<file path="config.mk">
export PLATFORM = sky130hd
export DESIGN_NAME = rsi_threshold_signal
export DESIGN_NICKNAME = d
export VERILOG_FILES = /design/src/rtl/rsi_pkg.sv /design/src/rtl/rsi_front.sv /design/src/rtl/rsi_cmd_fifo.sv /design/src/rtl/rsi_div.sv /design/src/rtl/rsi_back.sv /design/src/rtl/rsi_threshold_signal.sv
export SDC_FILE = /design/constraint.sdc
export NUM_CORES = 2
export LEC_CHECK = 0
export BUFFER_PORTS_ARGS = -buffer_cell sky130_fd_sc_hd__buf_4
export CORE_MARGIN = 8
export CORE_UTILIZATION = 55
export DETAILED_ROUTE_END_ITERATION = 16
export PLACE_DENSITY = 0.71
export SLEW_MARGIN = 10
export SYNTH_ARGS = -nofsm -noshare
export SYNTH_HDL_FRONTEND = slang
export SYNTH_SLANG_ARGS = --single-unit
</file>
<file path="constraint.sdc">
create_clock -name i_clk -period 10.8 [get_ports i_clk]
set_clock_uncertainty 0.05 [all_clocks]
set_input_delay 1.08 -clock i_clk [delete_from_list [all_inputs] [get_ports i_clk]]
set_output_delay 1.08 -clock i_clk [all_outputs]
set_load 0.03 [all_outputs]
</file>
<file path="src/rtl/rsi_pkg.sv">
// shared types, constants and codes for the rsi threshold signal block
package rsi_pkg;

    localparam int PRICE_W   = 24;
    localparam int FRAC_W    = 16;
    localparam int AVG_W     = PRICE_W + FRAC_W;
    localparam int PERIOD_W  = 7;
    localparam int NM1_W     = 6;
    localparam int CNT_W     = 7;
    localparam int THR_W     = 14;
    localparam int RSI_W     = 14;
    localparam int SIG_W     = 2;
    localparam int RMUL_W    = 15;
    localparam int SUM_W     = AVG_W + 1;
    localparam int DEN_W     = AVG_W + 2;
    localparam int SPROD_W   = AVG_W + NM1_W;
    localparam int SNUM_W    = AVG_W + PERIOD_W;
    localparam int RPROD_W   = AVG_W + RMUL_W;
    localparam int NUM_W     = RPROD_W + 1;
    localparam int REM_W     = DEN_W + 1;
    localparam int ITER_W    = $clog2(AVG_W + 1);

    localparam int PERIOD_MIN = 2;
    localparam int PERIOD_MAX = 64;
    localparam int RSI_SCALE  = 10000;
    localparam int RSI_HALF   = RSI_SCALE / 2;
    localparam int RSI_DOUBLE = RSI_SCALE * 2;

    localparam int RST_PERIOD = 14;
    localparam int RST_BUY    = 3000;
    localparam int RST_SELL   = 7000;

    localparam int CFG_IDX_W  = 2;
    localparam int CFG_DATA_W = 14;
    localparam logic [CFG_IDX_W-1:0] CFG_PERIOD = 2'd0;
    localparam logic [CFG_IDX_W-1:0] CFG_BUY    = 2'd1;
    localparam logic [CFG_IDX_W-1:0] CFG_SELL   = 2'd2;

    localparam logic [SIG_W-1:0] SIG_HOLD = 2'd0;
    localparam logic [SIG_W-1:0] SIG_BUY  = 2'd1;
    localparam logic [SIG_W-1:0] SIG_SELL = 2'd2;

    typedef struct packed {
        logic [PRICE_W-1:0] price;
        logic               restart;
    } t_item;

    typedef struct packed {
        logic               rsi_ready;
        logic [RSI_W-1:0]   rsi_value;
        logic [SIG_W-1:0]   signal;
    } t_result;

    typedef struct packed {
        logic [PERIOD_W-1:0] period;
        logic [THR_W-1:0]    buy;
        logic [THR_W-1:0]    sell;
    } t_cfg;

    typedef struct packed {
        logic               first;
        logic [PRICE_W-1:0] gain;
        logic [PRICE_W-1:0] loss;
    } t_cmd;

    typedef struct packed {
        logic              start;
        logic [DEN_W-1:0]  rem0;
        logic [AVG_W-1:0]  low;
        logic [ITER_W-1:0] iters;
        logic [DEN_W-1:0]  den;
    } t_div_req;

    typedef struct packed {
        logic             busy;
        logic             done;
        logic [AVG_W-1:0] quo;
    } t_div_rsp;

    typedef enum logic [3:0] {
        S_IDLE,
        S_SMUL,
        S_SADD,
        S_DIVG_GO,
        S_DIVG_WAIT,
        S_DIVL_GO,
        S_DIVL_WAIT,
        S_RMUL,
        S_RADD,
        S_RDIV_GO,
        S_RDIV_WAIT,
        S_SIG,
        S_PUSH
    } t_back_state;

endpackage

</file>
<file path="src/rtl/rsi_front.sv">
// front end: keeps the previous price and turns each sample into a gain/loss command
module rsi_front (
    input  logic          i_clk,
    input  logic          i_rst_n,
    input  logic          i_accept,
    input  rsi_pkg::t_item i_item,
    output rsi_pkg::t_cmd  o_cmd
);
    import rsi_pkg::*;

    logic [PRICE_W-1:0] r_prev;
    logic               r_have;

    always_comb begin
        o_cmd.first = i_item.restart | ~r_have;
        if (i_item.price > r_prev) begin
            o_cmd.gain = i_item.price - r_prev;
            o_cmd.loss = '0;
        end else begin
            o_cmd.gain = '0;
            o_cmd.loss = r_prev - i_item.price;
        end
    end

    always_ff @(posedge i_clk) begin
        if (!i_rst_n) begin
            r_prev <= '0;
            r_have <= 1'b0;
        end else if (i_accept) begin
            r_prev <= i_item.price;
            r_have <= 1'b1;
        end
    end

endmodule

</file>
<file path="src/rtl/rsi_cmd_fifo.sv">
// two-entry command queue between front and back
module rsi_cmd_fifo (
    input  logic          i_clk,
    input  logic          i_rst_n,
    input  logic          i_push,
    input  rsi_pkg::t_cmd i_cmd,
    input  logic          i_pop,
    output rsi_pkg::t_cmd o_head,
    output logic          o_full,
    output logic          o_empty
);
    import rsi_pkg::*;

    t_cmd       r_mem [2];
    logic       r_wptr;
    logic       r_rptr;
    logic [1:0] r_count;
    logic       w_push;
    logic       w_pop;

    assign o_full  = (r_count == 2'd2);
    assign o_empty = (r_count == 2'd0);
    assign o_head  = r_mem[r_rptr];
    assign w_push  = i_push & ~o_full;
    assign w_pop   = i_pop & ~o_empty;

    always_ff @(posedge i_clk) begin
        if (w_push) begin
            r_mem[r_wptr] <= i_cmd;
        end
    end

    always_ff @(posedge i_clk) begin
        if (!i_rst_n) begin
            r_wptr  <= 1'b0;
            r_rptr  <= 1'b0;
            r_count <= 2'd0;
        end else begin
            if (w_push) begin
                r_wptr <= ~r_wptr;
            end
            if (w_pop) begin
                r_rptr <= ~r_rptr;
            end
            case ({w_push, w_pop})
                2'b10:   r_count <= r_count + 2'd1;
                2'b01:   r_count <= r_count - 2'd1;
                default: r_count <= r_count;
            endcase
        end
    end

endmodule

</file>
<file path="src/rtl/rsi_div.sv">
// serial restoring divider, one quotient bit per cycle
module rsi_div (
    input  logic              i_clk,
    input  logic              i_rst_n,
    input  rsi_pkg::t_div_req i_req,
    output rsi_pkg::t_div_rsp o_rsp
);
    import rsi_pkg::*;

    logic              r_busy;
    logic              r_done;
    logic [ITER_W-1:0] r_cnt;
    logic [DEN_W-1:0]  r_rem;
    logic [AVG_W-1:0]  r_low;
    logic [AVG_W-1:0]  r_quo;
    logic [DEN_W-1:0]  r_den;
    logic [REM_W-1:0]  w_trial;
    logic [REM_W-1:0]  w_diff;
    logic              w_ge;

    assign w_trial = {r_rem, r_low[AVG_W-1]};
    assign w_ge    = (w_trial >= {1'b0, r_den});
    assign w_diff  = w_trial - {1'b0, r_den};

    assign o_rsp.busy = r_busy;
    assign o_rsp.done = r_done;
    assign o_rsp.quo  = r_quo;

    always_ff @(posedge i_clk) begin
        if (i_req.start && !r_busy) begin
            r_rem <= i_req.rem0;
            r_low <= i_req.low;
            r_den <= i_req.den;
            r_cnt <= i_req.iters;
            r_quo <= '0;
        end else if (r_busy) begin
            r_rem <= w_ge ? w_diff[DEN_W-1:0] : w_trial[DEN_W-1:0];
            r_low <= {r_low[AVG_W-2:0], 1'b0};
            r_quo <= {r_quo[AVG_W-2:0], w_ge};
            r_cnt <= r_cnt - ITER_W'(1);
        end
    end

    always_ff @(posedge i_clk) begin
        if (!i_rst_n) begin
            r_busy <= 1'b0;
            r_done <= 1'b0;
        end else begin
            r_done <= 1'b0;
            if (i_req.start && !r_busy) begin
                r_busy <= 1'b1;
            end else if (r_busy && r_cnt == ITER_W'(1)) begin
                r_busy <= 1'b0;
                r_done <= 1'b1;
            end
        end
    end

endmodule

</file>
<file path="src/rtl/rsi_back.sv">
// back end: seeding, wilder smoothing, rsi and signal, with the result register
module rsi_back (
    input  logic              i_clk,
    input  logic              i_rst_n,
    input  rsi_pkg::t_cfg     i_cfg,
    input  rsi_pkg::t_cmd     i_cmd,
    input  logic              i_cmd_empty,
    output logic              o_cmd_pop,
    output rsi_pkg::t_div_req o_div_req,
    input  rsi_pkg::t_div_rsp i_div_rsp,
    output rsi_pkg::t_result  o_result,
    output logic              o_res_valid,
    input  logic              i_res_pop
);
    import rsi_pkg::*;

    t_back_state        r_state;
    t_back_state        n_state;
    logic               r_seeded;
    logic [CNT_W-1:0]   r_count;
    logic [AVG_W-1:0]   r_avg_g;
    logic [AVG_W-1:0]   r_avg_l;
    logic [PRICE_W-1:0] r_gain;
    logic [PRICE_W-1:0] r_loss;
    logic [SPROD_W-1:0] r_prod_g;
    logic [SPROD_W-1:0] r_prod_l;
    logic [SNUM_W-1:0]  r_num_g;
    logic [SNUM_W-1:0]  r_num_l;
    logic [PERIOD_W-1:0] r_den_s;
    logic [RPROD_W-1:0] r_prod_r;
    logic [SUM_W-1:0]   r_sum;
    logic [NUM_W-1:0]   r_num_r;
    logic [RSI_W-1:0]   r_rsi;
    t_result            r_res;
    t_result            r_out;
    logic               r_out_valid;

    logic [PERIOD_W-1:0] w_period;
    logic [NM1_W-1:0]    w_nm1;
    logic [AVG_W-1:0]    w_sum_g;
    logic [AVG_W-1:0]    w_sum_l;
    logic [CNT_W-1:0]    w_cnt_next;
    logic                w_seed_done;
    logic                w_slot;

    always_comb begin
        if (i_cfg.period < PERIOD_W'(PERIOD_MIN)) begin
            w_period = PERIOD_W'(PERIOD_MIN);
        end else if (i_cfg.period > PERIOD_W'(PERIOD_MAX)) begin
            w_period = PERIOD_W'(PERIOD_MAX);
        end else begin
            w_period = i_cfg.period;
        end
    end

    assign w_nm1       = NM1_W'(w_period - PERIOD_W'(1));
    assign w_sum_g     = r_avg_g + AVG_W'(i_cmd.gain);
    assign w_sum_l     = r_avg_l + AVG_W'(i_cmd.loss);
    assign w_cnt_next  = r_count + CNT_W'(1);
    assign w_seed_done = (w_cnt_next >= CNT_W'(w_period));
    assign w_slot      = ~r_out_valid | i_res_pop;

    assign o_result    = r_out;
    assign o_res_valid = r_out_valid;

    // next state
    always_comb begin
        n_state = r_state;
        unique case (r_state)
            S_IDLE: begin
                if (!i_cmd_empty) begin
                    if (i_cmd.first) begin
                        n_state = S_PUSH;
                    end else if (r_seeded) begin
                        n_state = S_SMUL;
                    end else if (w_seed_done) begin
                        n_state = S_DIVG_GO;
                    end else begin
                        n_state = S_PUSH;
                    end
                end
            end
            S_SMUL:      n_state = S_SADD;
            S_SADD:      n_state = S_DIVG_GO;
            S_DIVG_GO:   n_state = S_DIVG_WAIT;
            S_DIVG_WAIT: n_state = i_div_rsp.done ? S_DIVL_GO : S_DIVG_WAIT;
            S_DIVL_GO:   n_state = S_DIVL_WAIT;
            S_DIVL_WAIT: n_state = i_div_rsp.done ? S_RMUL : S_DIVL_WAIT;
            S_RMUL:      n_state = S_RADD;
            S_RADD:      n_state = (r_sum == '0) ? S_SIG : S_RDIV_GO;
            S_RDIV_GO:   n_state = S_RDIV_WAIT;
            S_RDIV_WAIT: n_state = i_div_rsp.done ? S_SIG : S_RDIV_WAIT;
            S_SIG:       n_state = S_PUSH;
            S_PUSH:      n_state = w_slot ? S_IDLE : S_PUSH;
            default:     n_state = S_IDLE;
        endcase
    end

    // outputs
    always_comb begin
        o_cmd_pop       = 1'b0;
        o_div_req.start = 1'b0;
        o_div_req.rem0  = DEN_W'(r_num_g[SNUM_W-1:AVG_W]);
        o_div_req.low   = r_num_g[AVG_W-1:0];
        o_div_req.iters = ITER_W'(AVG_W);
        o_div_req.den   = DEN_W'(r_den_s);
        unique case (r_state)
            S_IDLE: begin
                o_cmd_pop = ~i_cmd_empty;
            end
            S_DIVG_GO: begin
                o_div_req.start = 1'b1;
            end
            S_DIVL_GO: begin
                o_div_req.start = 1'b1;
                o_div_req.rem0  = DEN_W'(r_num_l[SNUM_W-1:AVG_W]);
                o_div_req.low   = r_num_l[AVG_W-1:0];
            end
            S_RDIV_GO: begin
                o_div_req.start = 1'b1;
                o_div_req.rem0  = r_num_r[NUM_W-1:RSI_W];
                o_div_req.low   = {r_num_r[RSI_W-1:0], {(AVG_W-RSI_W){1'b0}}};
                o_div_req.iters = ITER_W'(RSI_W);
                o_div_req.den   = {r_sum, 1'b0};
            end
            default: begin
            end
        endcase
    end

    always_ff @(posedge i_clk) begin
        if (!i_rst_n) begin
            r_state  <= S_IDLE;
            r_seeded <= 1'b0;
            r_count  <= '0;
            r_avg_g  <= '0;
            r_avg_l  <= '0;
        end else begin
            r_state <= n_state;
            unique case (r_state)
                S_IDLE: begin
                    if (!i_cmd_empty) begin
                        if (i_cmd.first) begin
                            r_seeded <= 1'b0;
                            r_count  <= '0;
                            r_avg_g  <= '0;
                            r_avg_l  <= '0;
                        end else if (!r_seeded) begin
                            r_avg_g <= w_sum_g;
                            r_avg_l <= w_sum_l;
                            if (w_seed_done) begin
                                r_seeded <= 1'b1;
                            end else begin
                                r_count <= w_cnt_next;
                            end
                        end
                    end
                end
                S_DIVG_WAIT: begin
                    if (i_div_rsp.done) begin
                        r_avg_g <= i_div_rsp.quo;
                    end
                end
                S_DIVL_WAIT: begin
                    if (i_div_rsp.done) begin
                        r_avg_l <= i_div_rsp.quo;
                    end
                end
                default: begin
                end
            endcase
        end
    end

    // datapath registers
    always_ff @(posedge i_clk) begin
        unique case (r_state)
            S_IDLE: begin
                r_gain  <= i_cmd.gain;
                r_loss  <= i_cmd.loss;
                r_num_g <= SNUM_W'(w_sum_g) << FRAC_W;
                r_num_l <= SNUM_W'(w_sum_l) << FRAC_W;
                r_den_s <= w_seed_done ? PERIOD_W'(w_cnt_next) : w_period;
                r_res   <= '{rsi_ready: 1'b0, rsi_value: '0, signal: SIG_HOLD};
            end
            S_SMUL: begin
                r_prod_g <= r_avg_g * w_nm1;
                r_prod_l <= r_avg_l * w_nm1;
                r_den_s  <= w_period;
            end
            S_SADD: begin
                r_num_g <= SNUM_W'(r_prod_g) + (SNUM_W'(r_gain) << FRAC_W);
                r_num_l <= SNUM_W'(r_prod_l) + (SNUM_W'(r_loss) << FRAC_W);
            end
            S_RMUL: begin
                r_prod_r <= r_avg_g * RMUL_W'(RSI_DOUBLE);
                r_sum    <= SUM_W'(r_avg_g) + SUM_W'(r_avg_l);
            end
            S_RADD: begin
                r_num_r <= NUM_W'(r_prod_r) + NUM_W'(r_sum);
                r_rsi   <= RSI_W'(RSI_HALF);
            end
            S_RDIV_WAIT: begin
                if (i_div_rsp.done) begin
                    r_rsi <= i_div_rsp.quo[RSI_W-1:0];
                end
            end
            S_SIG: begin
                r_res.rsi_ready <= 1'b1;
                r_res.rsi_value <= r_rsi;
                if (r_rsi < i_cfg.buy) begin
                    r_res.signal <= SIG_BUY;
                end else if (r_rsi > i_cfg.sell) begin
                    r_res.signal <= SIG_SELL;
                end else begin
                    r_res.signal <= SIG_HOLD;
                end
            end
            default: begin
            end
        endcase
    end

    // result register
    always_ff @(posedge i_clk) begin
        if (r_state == S_PUSH && w_slot) begin
            r_out <= r_res;
        end
    end

    always_ff @(posedge i_clk) begin
        if (!i_rst_n) begin
            r_out_valid <= 1'b0;
        end else if (r_state == S_PUSH && w_slot) begin
            r_out_valid <= 1'b1;
        end else if (i_res_pop) begin
            r_out_valid <= 1'b0;
        end
    end

endmodule

</file>
<file path="src/rtl/rsi_threshold_signal.sv">
// top level of the rsi threshold signal block
//
//   channel   handshake              payload
//   input     push / full            i_item   (price, restart)
//   result    empty / pop            o_result (rsi_ready, rsi_value, signal)
//   config    i_cfg_valid / ready    i_cfg_index, i_cfg_data
//
// a seeded sample is finished by the shared serial divider: two 40-bit quotients for the averages
// and one 14-bit quotient for rsi, which is skipped when both averages are zero; a sample that
// completes seeding skips the smoothing multiply and add, and other samples bypass the divider.
// a two-entry command queue lets the input side take transactions while the back works,
// and a result register holds the finished transaction until pop.
// reset is synchronous; it restores the register defaults and clears all history.
module rsi_threshold_signal (
    input  logic                                i_clk,
    input  logic                                i_rst_n,
    input  logic                                push,
    output logic                                full,
    input  rsi_pkg::t_item                      i_item,
    output logic                                empty,
    input  logic                                pop,
    output rsi_pkg::t_result                    o_result,
    input  logic                                i_cfg_valid,
    output logic                                o_cfg_ready,
    input  logic [rsi_pkg::CFG_IDX_W-1:0]       i_cfg_index,
    input  logic [rsi_pkg::CFG_DATA_W-1:0]      i_cfg_data
);
    import rsi_pkg::*;

    t_cfg     r_cfg;
    t_cmd     w_cmd_in;
    t_cmd     w_cmd_head;
    logic     w_cmd_full;
    logic     w_cmd_empty;
    logic     w_cmd_pop;
    logic     w_accept;
    logic     w_res_valid;
    t_div_req w_div_req;
    t_div_rsp w_div_rsp;

    assign o_cfg_ready = 1'b1;
    assign full        = w_cmd_full;
    assign empty       = ~w_res_valid;
    assign w_accept    = push & ~w_cmd_full;

    always_ff @(posedge i_clk) begin
        if (!i_rst_n) begin
            r_cfg.period <= PERIOD_W'(RST_PERIOD);
            r_cfg.buy    <= THR_W'(RST_BUY);
            r_cfg.sell   <= THR_W'(RST_SELL);
        end else if (i_cfg_valid) begin
            unique case (i_cfg_index)
                CFG_PERIOD: r_cfg.period <= i_cfg_data[PERIOD_W-1:0];
                CFG_BUY:    r_cfg.buy    <= i_cfg_data[THR_W-1:0];
                CFG_SELL:   r_cfg.sell   <= i_cfg_data[THR_W-1:0];
                default: begin
                end
            endcase
        end
    end

    rsi_front u_front (
        .i_clk    (i_clk),
        .i_rst_n  (i_rst_n),
        .i_accept (w_accept),
        .i_item   (i_item),
        .o_cmd    (w_cmd_in)
    );

    rsi_cmd_fifo u_cmd_fifo (
        .i_clk   (i_clk),
        .i_rst_n (i_rst_n),
        .i_push  (w_accept),
        .i_cmd   (w_cmd_in),
        .i_pop   (w_cmd_pop),
        .o_head  (w_cmd_head),
        .o_full  (w_cmd_full),
        .o_empty (w_cmd_empty)
    );

    rsi_div u_div (
        .i_clk   (i_clk),
        .i_rst_n (i_rst_n),
        .i_req   (w_div_req),
        .o_rsp   (w_div_rsp)
    );

    rsi_back u_back (
        .i_clk       (i_clk),
        .i_rst_n     (i_rst_n),
        .i_cfg       (r_cfg),
        .i_cmd       (w_cmd_head),
        .i_cmd_empty (w_cmd_empty),
        .o_cmd_pop   (w_cmd_pop),
        .o_div_req   (w_div_req),
        .i_div_rsp   (w_div_rsp),
        .o_result    (o_result),
        .o_res_valid (w_res_valid),
        .i_res_pop   (pop)
    );

    a_cmd_pop_nonempty: assert property (@(posedge i_clk) disable iff (!i_rst_n)
        w_cmd_pop |-> !w_cmd_empty)
        else $error("command popped from an empty queue");

    a_div_start_idle: assert property (@(posedge i_clk) disable iff (!i_rst_n)
        w_div_req.start |-> !w_div_rsp.busy)
        else $error("divider started while busy");

    a_not_ready_quiet: assert property (@(posedge i_clk) disable iff (!i_rst_n)
        (!empty && !o_result.rsi_ready) |->
            (o_result.rsi_value == '0 && o_result.signal == SIG_HOLD))
        else $error("not-ready result carries a value or signal");

    a_rsi_range: assert property (@(posedge i_clk) disable iff (!i_rst_n)
        (!empty && o_result.rsi_ready) |-> (o_result.rsi_value <= RSI_W'(RSI_SCALE)))
        else $error("rsi value out of range");

endmodule

</file>
==> results by group <==
Synth
  • Number of unique standard cell types used by synthesis: 99
  • Mean post-synth cell area: 9.59 um^2
  • Synth top cells by count: inv_1, edfxtp_1, nand2_1
  • Syn. warnings: 0
  • Yosys reg bits: 864
  • Proportion of netlist area held by the largest area contributor: 0.290
  • Post-synthesis sequential area ratio: 0.348
  • Area leader, netlist: edfxtp_1
  • Number of synthesized flops with an enable pin: 664
  • Syn_nets: 8199
  • Netlist Area Pre-Place: 68700 um^2
  • Main synth FF type: edfxtp_1
  • Mapped Cells: 7167
  • Top-count cell post-synth: inv_1
  • Asr flop ratio synth: 0
  • Top post-synthesis cells by area: edfxtp_1, fa_1, ha_1

Layout
  • Layout Nets: 8148
  • Core Util, Final: 0.600
  • Fillcell total: 10300
  • Share of cells above drive strength 1: 0.0593
  • Multi-input logic area: 40500 um^2
  • Sequential cell area: 23900 um^2
  • Final instance area: 74300 um^2
  • Area Growth Syn to Fin: 8.07%

Setup path
  • Delay-heaviest family, CP: compound AO/OA/AOI/OAI gates
  • Crit-path cells: or4_1 > o211ai_1 > ha_2 > nand3_1 > xor2_4 > buf_4 > nand2_1 > fa_1 > fa_1 > fa_1 > inv_1 > ha_1 > o21ai_0 > and4bb_1 > o211ai_1 > a2bb2oi_1 > a2bb2oi_1 > o21a_1 > o31ai_1 > a21o_1 > o21ai_1 > a21oi_1 > xnor2_1
  • Buf/Inv on CP: 2
  • Critical Path End Type: flop
  • Worst path most repeated cell: fa_1
  • Biggest cell delay along the critical path: 0.76 ns
  • Reg2Reg Setup Slack: 2.55 ns
  • Critical Path Fanout Max: 22
  • Startpoint class of the critical path: flop
  • Worst endpoint required time: 11.21 ns
  • CP max stage cell: xor2_4
  • Kind of critical path: flop to flop
  • Data arrival time of the worst path: 8.66 ns

GRT
  • GR Util All Layers: 0.292
  • Largest net degree at the start of global routing: 81
  • GRT overflow: 0
  • Antenna violations before repair: 8
  • Vias in the first global route: 53000
  • First-pass GRT wire length: 311 mm

Floorplanning
  • DIE AREA: 137000 um^2
  • Starting Density: 0.555
  • Io pins: 66
  • Row cnt: 129
  • Die height: 369 um
  • Die Wd: 369 um
  • Core area: 124000 um^2

Timing
  • Max-slew violation count: 0
  • Slew @ Worst Pin: 1.13 ns
  • Relative slew slack: 0.245
  • Setup TNS: 0 ns
  • RSZ-0062 raised after global routing: false
  • Max Freq: 121 MHz
  • Final hold violations: 0
  • Tcrit/Tclk final: 0.764
  • Setup violators final: 0
  • Hold_ws: 0.366 ns
  • Tmin final: 8.25 ns

Detailed routing
  • Via/cell ratio: 6.03
  • DRC: 0
  • DR WL met3: 17.7 mm
  • DR top layer: met5
  • Via count: 53300
  • Total Wirelength: 202 mm
  • Routed len/inst: 22.8 um
  • Metal-1 WL: 79.1 mm
  • DRT iter0 DRCs: 4448
  • Post-route ant nets: 0
  • Met2 Wirelength: 94.2 mm
  • Drt pass-1 iters: 6

Worst hold path
  • Worst min path class: flop to flop

Run status
  • Status: completed

Clocking
  • TritonCTS Buffers: 97
  • Skew-Pair Late Insertion Delay: 0.73 ns
  • Htree depth: 3
  • Clock Path Buffers: 3
  • Clk slew on worst S/H paths: 0.06 ns
  • Clk Tree Root Cell: clkbuf_16
  • CTS tree: yes
  • CTS Sinks: 864
  • Post-cts resize count: 0
  • Post-CTS setup buffers: 0
  • # hold bufs at CTS: 0

Pwr
  • VDD IR-drop max: 0.204 mV
  • Tot Pwr: 19.6 mW
  • Leakage: 31.9 nW
  • Pwr/cell area: 264 nW/um^2

Placed design
  • Port Buf Inserts: 64
  • Placement Cell Area: 70900 um^2
  • HPWL after DPL: 155 mm
  • GP Congestion: 0.986

Run
  • MaxCap Viol Count: 0
-- cells by family (layout without fill, tap and decap cells) --
group / after synthesis / in the layout / synth area share
AOI/OAI and AO/OA: 1647 / 1647 / 0.152
other: 1 / 6 / 0.0000546
DFF: 864 / 864 / 0.348
adders and majority gates: 986 / 986 / 0.226
muxes: 126 / 126 / 0.0194
xor gates and xnor gates: 389 / 389 / 0.0496
and+or+nand+nor: 1973 / 1973 / 0.140
buffers and inverters: 1181 / 1214 / 0.0649
-- where the power goes --
part           total (mW)  internal, mW  switching [mW]  leakage, nW
Sequential           5.86          5.01           0.856         7.93
Combinational        10.2          3.82            6.39         22.3
Clock                3.51          2.02            1.49         1.65
-- state kept, by name (all words and copies together) (netlist names), 14 cells and up, named ones only --
signal and flops:
r_cfg 35, u_back.o_result 17, u_back.r_avg_g 40, u_back.r_avg_l 40, u_back.r_gain 24, u_back.r_loss 24
u_back.r_num_g 47, u_back.r_num_l 47, u_back.r_num_r 56, u_back.r_prod_g 46, u_back.r_prod_l 46, u_back.r_prod_r 50
u_back.r_res 17, u_back.r_rsi 14, u_back.r_sum 41, u_cmd_fifo.r_mem 98, u_div.r_den 42, u_div.r_low 40
u_div.r_quo 40, u_div.r_rem 42, u_front.r_prev 24
-- path summary, 6_finish.rpt --
path / depth (start not counted) / end / startpoint
max: 23 / u_back.r_prod_l[44]$_DFFE_PP_ / r_cfg[31]$_SDFFE_PN1P_
max reg2reg: 23 / u_back.r_prod_l[44]$_DFFE_PP_ / r_cfg[31]$_SDFFE_PN1P_
min: 0 / u_back.o_result[7]$_DFFE_PP_ / u_back.r_res[7]$_SDFFCE_PN0P_
min reg2reg: 0 / u_back.o_result[7]$_DFFE_PP_ / u_back.r_res[7]$_SDFFCE_PN0P_
-- metal layers --
metal / global-route usage / vias up
met5: 0 / -
met4: 0.144 / 2
met3: 0.0625 / 534
met2: 0.486 / 2187
met1: 0.361 / 26000
li1: - / 24600
-- through the flow --
step / cells / setup slack, ns
after floorplan: 7167 / 1.59
after global placement: 8654 / 2.66
after detailed placement: 8654 / 2.57
after CTS: 8837 / 2.54
after global routing: 8837 / 2.16
final: 8842 / 2.55
-- layout by cell type, fill, tap and decap left out, types with 46 or more instances in the layout --
master / instances
nand4_1: 57
mux2i_1: 71
nor2_1: 417
edfxtp_1: 664
xor2_1: 141
o21a_1: 51
and2_1: 291
xnor2_1: 246
o21bai_1: 49
nand2_1: 617
o21ai_1: 95
a21o_1: 215
a221oi_1: 74
buf_4: 130
and3_1: 92
nand2b_1: 132
o21ai_0: 242
nor2b_1: 63
ha_1: 563
a21oi_1: 538
a211oi_1: 60
a31oi_1: 64
mux2_2: 55
fa_1: 422
nand3_1: 92
clkbuf_16: 101
o211ai_1: 46
dfxtp_1: 198
inv_1: 893
nor3_1: 80
-- area by class of cell --
class / count / share of cell area
inverters: 899 / 0.0456
repair buffers: 132 / 0.0137
multi-input cells: 5122 / 0.545
flip-flops and latches: 864 / 0.322
clock buffers: 120 / 0.0359
clock inverters: 63 / 0.00965
well taps: 1637 / 0.0276
diodes: 5 / 0.000168
No activity file was read; power rests on OpenSTA's default activity.
